[config.mk]
export PLATFORM = sky130hd
export DESIGN_NAME = ffrp_cell
export DESIGN_NICKNAME = d
export VERILOG_FILES = /design/src/rtl/ffrp_pkg.sv /design/src/rtl/ffrp_cell.sv
export SDC_FILE = /design/constraint.sdc
export NUM_CORES = 1
export LEC_CHECK = 0
export BUFFER_PORTS_ARGS = -buffer_cell sky130_fd_sc_hd__buf_4
export CORE_UTILIZATION = 48
export CTS_CLUSTER_SIZE = 25
export DETAILED_ROUTE_END_ITERATION = 10
export PLACE_DENSITY_LB_ADDON = 0.08
export SLEW_MARGIN = 20
export SYNTH_ARGS = -nofsm -noshare
export SYNTH_HDL_FRONTEND = slang
export SYNTH_SLANG_ARGS = --single-unit
[constraint.sdc]
create_clock -name clk -period 3.7 [get_ports clk]
set_input_delay 0.555 -clock clk [delete_from_list [all_inputs] [get_ports clk]]
set_output_delay 0.555 -clock clk [all_outputs]
set_load 0.01 [all_outputs]
[src/rtl/ffrp_pkg.sv]
package ffrp_pkg;

  localparam int COORD_BITS    = 12;
  localparam int CANVAS_BITS   = COORD_BITS + 1;
  localparam int MAX_RECTS_DEF = 64;

  localparam int CFG_IDX_BITS  = 1;
  localparam int CFG_DATA_BITS = 13;

  localparam logic [CFG_IDX_BITS-1:0] REG_CANVAS_W = 1'b0;
  localparam logic [CFG_IDX_BITS-1:0] REG_CANVAS_H = 1'b1;

  localparam logic [CFG_DATA_BITS-1:0] CANVAS_W_RST = 13'd800;
  localparam logic [CFG_DATA_BITS-1:0] CANVAS_H_RST = 13'd600;
  localparam logic [CANVAS_BITS-1:0]   CANVAS_MAX   = CANVAS_BITS'(1 << COORD_BITS);

  localparam logic OP_PLACE = 1'b0;
  localparam logic OP_CLEAR = 1'b1;

  typedef struct packed {
    logic                  opcode;
    logic [COORD_BITS-1:0] rect_width;
    logic [COORD_BITS-1:0] rect_height;
  } in_word_t;

  typedef struct packed {
    logic                  placed;
    logic [COORD_BITS-1:0] pos_x;
    logic [COORD_BITS-1:0] pos_y;
    logic                  table_full;
  } out_word_t;

  typedef struct packed {
    logic [COORD_BITS-1:0] x;
    logic [COORD_BITS-1:0] y;
    logic [COORD_BITS-1:0] w;
    logic [COORD_BITS-1:0] h;
  } rect_t;

  // one candidate origin walking down the chain
  typedef struct packed {
    logic                   valid;
    logic [COORD_BITS-1:0]  x;
    logic [COORD_BITS-1:0]  y;
    logic                   hit;
    logic [CANVAS_BITS-1:0] edge_x;
  } tok_t;

  function automatic logic [CANVAS_BITS-1:0] clamp_canvas(
    input logic [CFG_DATA_BITS-1:0] v
  );
    logic [31:0] v32;
    v32 = 32'(v);
    if (v32 > 32'(CANVAS_MAX)) begin
      return CANVAS_MAX;
    end
    return v32[CANVAS_BITS-1:0];
  endfunction

endpackage

[src/rtl/ffrp_cell.sv]
// one stored rectangle; tests the passing candidate against it
module ffrp_cell (
  input  logic                            clk,
  input  logic                            rst_n,
  input  logic                            active,
  input  logic                            wr_en,
  input  ffrp_pkg::rect_t                 wr_rect,
  input  logic [ffrp_pkg::COORD_BITS-1:0] cand_w,
  input  logic [ffrp_pkg::COORD_BITS-1:0] cand_h,
  input  ffrp_pkg::tok_t                  tok_in,
  output ffrp_pkg::tok_t                  tok_out
);

  ffrp_pkg::rect_t rect_r;
  ffrp_pkg::tok_t  tok_r, tok_nxt;

  logic [ffrp_pkg::CANVAS_BITS-1:0] ent_ex, ent_ey, cand_ex, cand_ey;
  logic                             ov;

  always_comb begin
    ent_ex  = {1'b0, rect_r.x} + {1'b0, rect_r.w};
    ent_ey  = {1'b0, rect_r.y} + {1'b0, rect_r.h};
    cand_ex = {1'b0, tok_in.x} + {1'b0, cand_w};
    cand_ey = {1'b0, tok_in.y} + {1'b0, cand_h};
    ov = tok_in.valid && active &&
         (|rect_r.w) && (|rect_r.h) && (|cand_w) && (|cand_h) &&
         ({1'b0, tok_in.x} < ent_ex) && ({1'b0, rect_r.x} < cand_ex) &&
         ({1'b0, tok_in.y} < ent_ey) && ({1'b0, rect_r.y} < cand_ey);
    tok_nxt = tok_in;
    // first blocker on the way sets the skip target
    if (ov && !tok_in.hit) begin
      tok_nxt.hit    = 1'b1;
      tok_nxt.edge_x = ent_ex;
    end
  end

  always_ff @(posedge clk) begin
    if (wr_en) begin
      rect_r <= wr_rect;
    end
  end

  always_ff @(posedge clk) begin
    if (!rst_n) begin
      tok_r <= '0;
    end else begin
      tok_r <= tok_nxt;
    end
  end

  assign tok_out = tok_r;

endmodule

# Word level (Yosys, flattened, before mapping)
# Cells that the tools add are included.
totals:
  register_bits: 87
  inputBits: 115
  output_inout_bits: 39
  elab_cells: 33
classes:
  add_sub_neg: 4
  order_cmp: 4
  n_mux: 1
  reduce_logical: 15
op_table:
  columns: ["cell", "count"]
  rows:
  - ["12-bit by 12-bit adder with 13-bit output", 4]
  - ["12-bit by 13-bit < comparator with 1-bit output", 4]
  - ["12-bit OR reduction", 4]
  - ["14-bit two-way mux", 1]
  - ["1-bit logical AND", 10]
  - ["1-bit zero test", 1]

# Logic depth before layout (Yosys ltp)
# Gate-level depths: netlist of run 1.
logic_depth:
  ltp_word: 11
  mapped_depth: 19
  mapped_depth_nobuf: 18

# Worst setup path before layout of run 1
# Ideal clock, no wire load.
synth_timing:
  kind: "register to register"
  from: "reg rect_r[12] (netlist bit)"
  to: "reg tok_r (netlist bit tok_out[10])"
  setup_time_ps: 131
  t_arrival_ps: 3713
  t_required_ps: 3569
  slack_ps: -144
  stages_incl_launch_ff: 20
  path_buffers: 1
  period_less_slack_ps: 3844
  path_cell_list: "edfxtp_1 -> ha_1 -> inv_1 -> fa_1 -> nor2b_4 -> o2111a_2 -> nor3_2 -> or3_2 -> a21oi_1 -> nor3_1 -> or2_2 -> ha_1 -> a21o_1 -> a21o_1 -> a21oi_1 -> a211oi_2 -> or2_1 -> buf_6 -> o311ai_1 -> o41ai_1"
synth_via:
  elab_chain_len: 11
  elab_cells_between_ends: 13
  cone_classes: "add/sub (1); order compare (1); mux (1); reduce/logical (10)"
synth_rtl:
  columns: ["element", "line_no", "source"]
  rows:
  - ["start: declaration", "ffrp_cell.sv:14", "ffrp_pkg::rect_t rect_r;"]
  - ["start signal: assignment", "ffrp_cell.sv:39", "rect_r <= wr_rect;"]
  - ["branches (longest 10 deep; another with 12-bit by 12-bit adder with 13-bit output)", null, null]
  - ["14-bit two-way mux *", "ffrp_cell.sv:31", "if (ov && !tok_in.hit) begin"]
  - ["end signal: assignment", "ffrp_cell.sv:47", "tok_r <= tok_nxt;"]
  - ["end: declaration", "ffrp_cell.sv:15", "ffrp_pkg::tok_t tok_r, tok_nxt;"]
# Mark *: on every way between the ends.
# A chain may end at the register's enable or synchronous reset.

# Worst setup path after layout of run 1
layout_timing:
  from: "reg rect_r[25] (netlist bit)"
  to: "reg tok_r (netlist bit tok_out[7])"
layout_via:
  elab_chain_len: 6
  elab_cells_between_ends: 7
  cone_classes: "add/sub (1); order compare (2); mux (1); reduce/logical (3)"
layout_rtl:
  columns: ["element", "line_no", "source"]
  rows:
  - ["12-bit by 12-bit adder with 13-bit output", "ffrp_cell.sv:22", "ent_ey = {1'b0, rect_r.y} + {1'b0, rect_r.h};"]
  - ["12-bit by 13-bit < comparator with 1-bit output", "ffrp_cell.sv:28", "({1'b0, tok_in.y} < ent_ey) && ({1'b0, rect_r.y} < cand_ey);"]
  - ["1-bit logical AND", "ffrp_cell.sv:27", "({1'b0, tok_in.x} < ent_ex) && ({1'b0, rect_r.x} < cand_ex) &&"]
  - ["1-bit logical AND *", "ffrp_cell.sv:28", null]
  - ["1-bit logical AND *", "ffrp_cell.sv:31", null]
  - ["14-bit two-way mux *", "ffrp_cell.sv:31", null]
# Every way passes the cells marked *; elsewhere a longest branch is shown, timed or not.

==> results_dict.tcl, run 1 <==
set metrics [dict create \
    slowest_delay_ns 0.48 \
    crit_cells 15 \
    vias_per_cell 5.67 \
    cp_slowest_cell "a221o_2" \
    cts_tree "done" \
    fin_nets 994 \
    avgSynthCellArea_um2 10.7 \
    synth_xor_xnor_area_share 0.0514 \
    relSlewSlack 0.577 \
    row_count 39 \
    place_congestion 0.958 \
    ys_ff_latch 87 \
    core_um2 11600 \
    postSynthCellCount 539 \
    synth_edf_count 48 \
    reg2reg_from "rect_r[25]" \
    syn_nets 750 \
    fin_area_um2 8400 \
    postSynth.asyncResetShare 0 \
    setup_viol 13 \
    worstPathArrival_ns 4.15 \
    crit_chain "ha_1 > a21o_1 > a21oi_2 > o21bai_2 > nor3b_4 > o31a_1 > nor3_4 > o2111a_1 > a311oi_2 > ha_2 > a2111oi_4 > a31oi_4 > a221o_2 > o311ai_1 > o31ai_1" \
    yosys_warnings 0 \
    htree_levels 3 \
    grt_max_degree 49 \
    skew_ns 0.00944 \
    ys_seq_area_frac 0.384 \
    vias 5278 \
    reg2reg_depth 15 \
    muxShareOfSynthArea 0.00346 \
    hold_path.class "in2reg" \
    synth_ff_type "edfxtp_1" \
    dp.final_hpwl_um 12600 \
    wl_per_cell_um 17.8 \
    drv_slew 0 \
    final_common_cell "buf_4" \
    p_leak_nw 3.80 \
    cts_sinks 87 \
    syn_to_final_growth_pct 45.2 \
    hold_buffers 0 \
    io_buffers 153 \
    drive_gt1_frac 0.409 \
    diodes 0 \
    path_buf_inv 0 \
    ant_nets 0 \
    rrSetupSlack_ns -0.23 \
    drc_errors 13 \
    die_w_um 112 \
    crit_path_start_kind "flip-flop" \
    drt_first_iter_violations 389 \
    dr.pass1.iters 8 \
    io_pins 154 \
    hold_violations 0 \
    power_density_nw_per_um2 425 \
    grt-ovfl-total 0 \
    fin_crit_sh 1.06 \
    dieHeight_um 112 \
    power_mw 3.57 \
    critPathKind "reg2reg" \
    cts.clk_slew.worst_paths_ns 0.07 \
    cp-end-kind "flip-flop" \
    tightest_slew_ns 0.635 \
    layout_setup_ws_ns -0.227 \
    grt_pass1_vias 5325 \
    startpoint "rect_r[25]" \
    routed_wirelength_um 16600 \
    insertion_delay_ns 0.36 \
    violations "design-rule violations, negative setup slack" \
    crit_required_ns 3.93 \
    fill_cells 802 \
    critPathMaxFanout 6 \
    clock_path_buffers 2 \
    antenna_found_initial 0 \
    fp.dieArea_um2 12500 \
    track_usage 0.270 \
    synth_compound_area_frac 0.197 \
    synthSimpleGateAreaFrac 0.124 \
    max-cap-violations 0 \
    start_util 0.500 \
    synth_fa_ha_area_frac 0.213 \
    finalCriticalPeriod_ns 3.93 \
    synth_top_family_by_area "adder cells" \
    place_area_um2 7670 \
    root_buffer "clkbuf_16" \
    grt_pass1_wl_um 26200 \
    vdd_drop_max_mv 0.262 \
    mostFrequentLayoutCells "buf_4 (233), ha_1 (89), edfxtp_1 (48), dfxtp_1 (39), a21oi_1 (30)" \
    yosysUniqueCellTypes 67 \
    timing.critical_path.to "tok_out[7]" \
    cts_buffers 9 \
    netlist_area_um2 5790 \
    fmax_ghz 0.255 \
    outcome "complete, but fails checks" \
    rsz0062_at_grt "yes" \
    r2r_end "tok_out[7]" \
    crit_family "compound AO/OA/AOI/OAI gates" \
]
-- final cells by class --
| class | instances | area, µm² | area share |
|---|---|---|---|
| multi-input combinational | 419 | 3750 | 0.446 |
| tap | 143 | 179 | 0.0213 |
| inverter | 28 | 105 | 0.0125 |
| clock inverter | 7 | 97.6 | 0.0116 |
| sequential | 87 | 2220 | 0.264 |
| timing repair buffer | 238 | 1820 | 0.217 |
| clock buffer | 9 | 225 | 0.0268 |
-- what timing repair did --
action,CTS,global route
setup endpoints to repair,14,14
pin swaps,19,20
buffers inserted,6,8
gates cloned,2,1
gates resized for setup,23,29
-- cell families (layout without fill, tap and decap cells) --
family	after synthesis	in the layout
compound gates	157	158
flops	87	87
fa+ha+maj	96	96
simple gates	127	129
buf+inv	36	282
mux	2	2
xor+xnor	34	34
-- how the worst min path moves through the flow --
stage           startpoint          to  cells after the start
3_3_place_gp   wr_rect[44]  rect_r[44]                      1
6_report        wr_rect[0]   rect_r[0]                      1
5_1_grt         wr_rect[2]   rect_r[2]                      1
4_1_cts         wr_rect[3]   rect_r[3]                      1
2_1_floorplan   wr_rect[0]   rect_r[0]                      0
3_5_place_dp   wr_rect[26]  rect_r[26]                      1
-- registers in the layout, indices dropped and copies added (netlist names) --
| signal | cells |
|---|---|
| tok_out | 39 |
| rect_r | 48 |
-- power breakdown --
| part | internal, mW | total (mW) | switching, mW |
|---|---|---|---|
| logic | 0.722 | 1.44 | 0.719 |
| registers | 1.10 | 1.14 | 0.0413 |
| clock network | 0.592 | 0.986 | 0.394 |
-- per-stage QoR --
stage	setup TNS (ns)	worst slack (ns)	cells	utilization	hold slack (ns)
CTS	-2.54	-0.232	923	0.707	0.362
finish	-2.10	-0.227	931	0.726	0.368
global route	-4.86	-0.426	931	0.726	0.361
floorplan	0	0.00147	539	-	0.654
detailed placement	-5.05	-0.387	899	0.664	0.734
global placement	-3.76	-0.294	899	0.664	0.733
-- cells in the mapped netlist (all sizes together) (3+ instances only) --
master	count	area, µm²
a31oi	7	43.8
nand2b	10	62.6
clkbuf	5	18.8
a2111oi	3	27.5
nand2	16	60.1
edfxtp	48	1440
fa	4	80.1
nor2b	5	38.8
a211o	4	36.3
xnor2	18	158
inv	28	105
buf	3	33.8
o21bai	4	30.0
and3	3	18.8
a21o	16	121
or3	3	20.0
o311ai	11	104
or2	4	25.0
dfxtp	39	781
o21ai	28	148
xor2	16	140
a221o	3	31.3
nor2	20	75.1
ha	92	1150
a21oi	35	175
o21a	8	61.3
o211ai	7	52.6
nand3	13	82.6
nor4	12	75.1
a211oi	7	57.6
nor3	12	76.3
o31ai	9	67.6
and2	24	150
-- metal layers --
layer  GRT usage  wire, µm  vias up
met2       0.427      7750      204
met3      0.0441      1110       27
met1       0.363      7320     2497
met5           0         0        -
met4       0.123       388        0
li1            -         -     2550
Note: power is estimated with default switching activity, not from simulation.
==> inputs of run 2 (changes only) <==
--- a/config.mk
+++ b/config.mk
@@ -6,7 +6,7 @@
 export NUM_CORES = 1
 export LEC_CHECK = 0
 export BUFFER_PORTS_ARGS = -buffer_cell sky130_fd_sc_hd__buf_4
-export CORE_UTILIZATION = 48
+export CORE_UTILIZATION = 49
 export CTS_CLUSTER_SIZE = 25
 export DETAILED_ROUTE_END_ITERATION = 10
 export PLACE_DENSITY_LB_ADDON = 0.08
==> results_dict.tcl, run 2 (same netlist as run 1, synthesis figures left out) <==
set metrics [dict create \
    drc_errors 0 \
    power_density_nw_per_um2 422 \
    max-cap-violations 0 \
    fin_crit_sh 1.10 \
    place_congestion 0.939 \
    crit_chain "ha_1 > a21o_1 > a21oi_2 > o21bai_2 > nor3b_4 > o31a_1 > nor3_4 > nor2_1 > a311oi_1 > ha_2 > o21a_1 > o21ai_2 > a31oi_4 > a221o_2 > o311ai_1 > o31ai_1" \
    outcome "complete, but fails checks" \
    fp.dieArea_um2 12300 \
    drv_slew 0 \
    wl_per_cell_um 18.1 \
    die_w_um 111 \
    crit_cells 16 \
    crit_required_ns 3.91 \
    grt_pass1_vias 5259 \
    dp.final_hpwl_um 12800 \
    relSlewSlack 0.550 \
    place_area_um2 7670 \
    setup_tns_ns -2.99 \
    core_um2 11500 \
    slowest_delay_ns 0.48 \
    io_buffers 153 \
    critPathMaxFanout 5 \
    reg2reg_depth 16 \
    insertion_delay_ns 0.35 \
    fmax_ghz 0.247 \
    power_mw 3.54 \
    cp-end-kind "flip-flop" \
    vdd_drop_max_mv 0.377 \
    syn_to_final_growth_pct 45.2 \
    worstPathArrival_ns 4.26 \
    hold_violations 0 \
    setup_viol 14 \
    grt_pass1_wl_um 26400 \
    fill_cells 800 \
    cts.clk_slew.worst_paths_ns 0.07 \
    tightest_slew_ns 0.674 \
    violations "negative setup slack" \
    fin_nets 989 \
    met2_usage 0.440 \
    clock_path_buffers 2 \
    antenna_found_initial 0 \
    diodes 0 \
    finalCriticalPeriod_ns 4.05 \
    row_count 39 \
    drive_gt1_frac 0.400 \
    worst_hold_slack_ns 0.376 \
    layout_setup_ws_ns -0.354 \
    path_buf_inv 0 \
    grt_max_degree 49 \
    hold_start "wr_rect[34]" \
    dieHeight_um 111 \
    io_pins 154 \
    multiInputGateArea_um2 3790 \
    mostFrequentLayoutCells "buf_4 (230), ha_1 (89), edfxtp_1 (48), dfxtp_1 (39), a21oi_1 (31)" \
    p_leak_nw 3.80 \
    cts_sinks 87 \
    final_common_cell "buf_4" \
    start_util 0.505 \
    critPathKind "reg2reg" \
    hold_path.class "in2reg" \
    fin_area_um2 8400 \
    drt_first_iter_violations 330 \
    startpoint "rect_r[1]" \
    vias_per_cell 5.67 \
    crit_path_start_kind "flip-flop" \
    grt-busiest-layer "met2" \
    cts_tree "done" \
    dr.pass1.iters 5 \
    routed_wirelength_um 16800 \
    rsz0062_at_grt "yes" \
    cts_buffers 9 \
    ant_nets 0 \
    root_buffer "clkbuf_16" \
    min_path_cells 1 \
    hold_buffers 0 \
    grt-ovfl-total 0 \
    met3_usage 0.0503 \
    track_usage 0.276 \
    reg2reg_from "rect_r[1]" \
    crit_family "compound AO/OA/AOI/OAI gates" \
    gr-usage-met1 0.368 \
    htree_levels 3 \
    top_register "rect_r" \
    seq_area_um2 2220 \
    pre_cts_ws_ns -0.434 \
    largest_reg_flops 48 \
    vias 5246 \
    skew_ns 0.00626 \
    cp_slowest_cell "a221o_2" \
]
==> run 2: changes by cell type in the layout (fill, tap and decap cells not counted), moves of 3 or more <==
cell      delta
o311ai_2     -5
o31ai_4      +3
buf_4        -3
o311ai_4     +6
==> run 2: stage by stage <==
step / cells / util
2_1_floorplan: 539 / -
3_3_place_gp: 898 / 0.669
3_5_place_dp: 898 / 0.669
4_1_cts: 925 / 0.715
5_1_grt: 926 / 0.733
6_report: 926 / 0.733
==> run 2: path summary, 6_finish.rpt <==
check | end | slack (ns)
setup reg to reg | tok_out[4] | -0.35
hold reg to reg | tok_out[0] | 0.78
setup / recovery | tok_out[4] | -0.35
hold / removal | rect_r[34] | 0.38
==> run 2: where the power goes <==
group	internal, mW	total (mW)	switching, mW
Sequential	1.10	1.14	0.0415
Clock	0.579	0.970	0.390
Combinational	0.702	1.43	0.731
Total	2.38	3.54	1.16
==> run 2: per-layer routing <==
| metal | share of wire | vias up |
|---|---|---|
| li1 | - | 2537 |
| met1 | 0.45 | 2478 |
| met2 | 0.47 | 200 |
| met3 | 0.053 | 31 |
| met4 | 0.027 | 0 |
| met5 | 0 | - |
==> run 2: final cells by class <==
class | instances | area share
clock inverters | 2 | 0.00208
clock buffers | 14 | 0.0366
repair buffers | 234 | 0.212
flip-flops and latches | 87 | 0.264
multi-input cells | 418 | 0.451
well taps | 143 | 0.0213
inverters | 28 | 0.0125
==> run 2: repair_timing <==
item / CTS / global route
setup buffers: 9 / 1
resized for setup: 24 / 27
endpoints found under the setup margin: 14 / 14
pin swaps: 24 / 22
gates cloned: 2 / 0
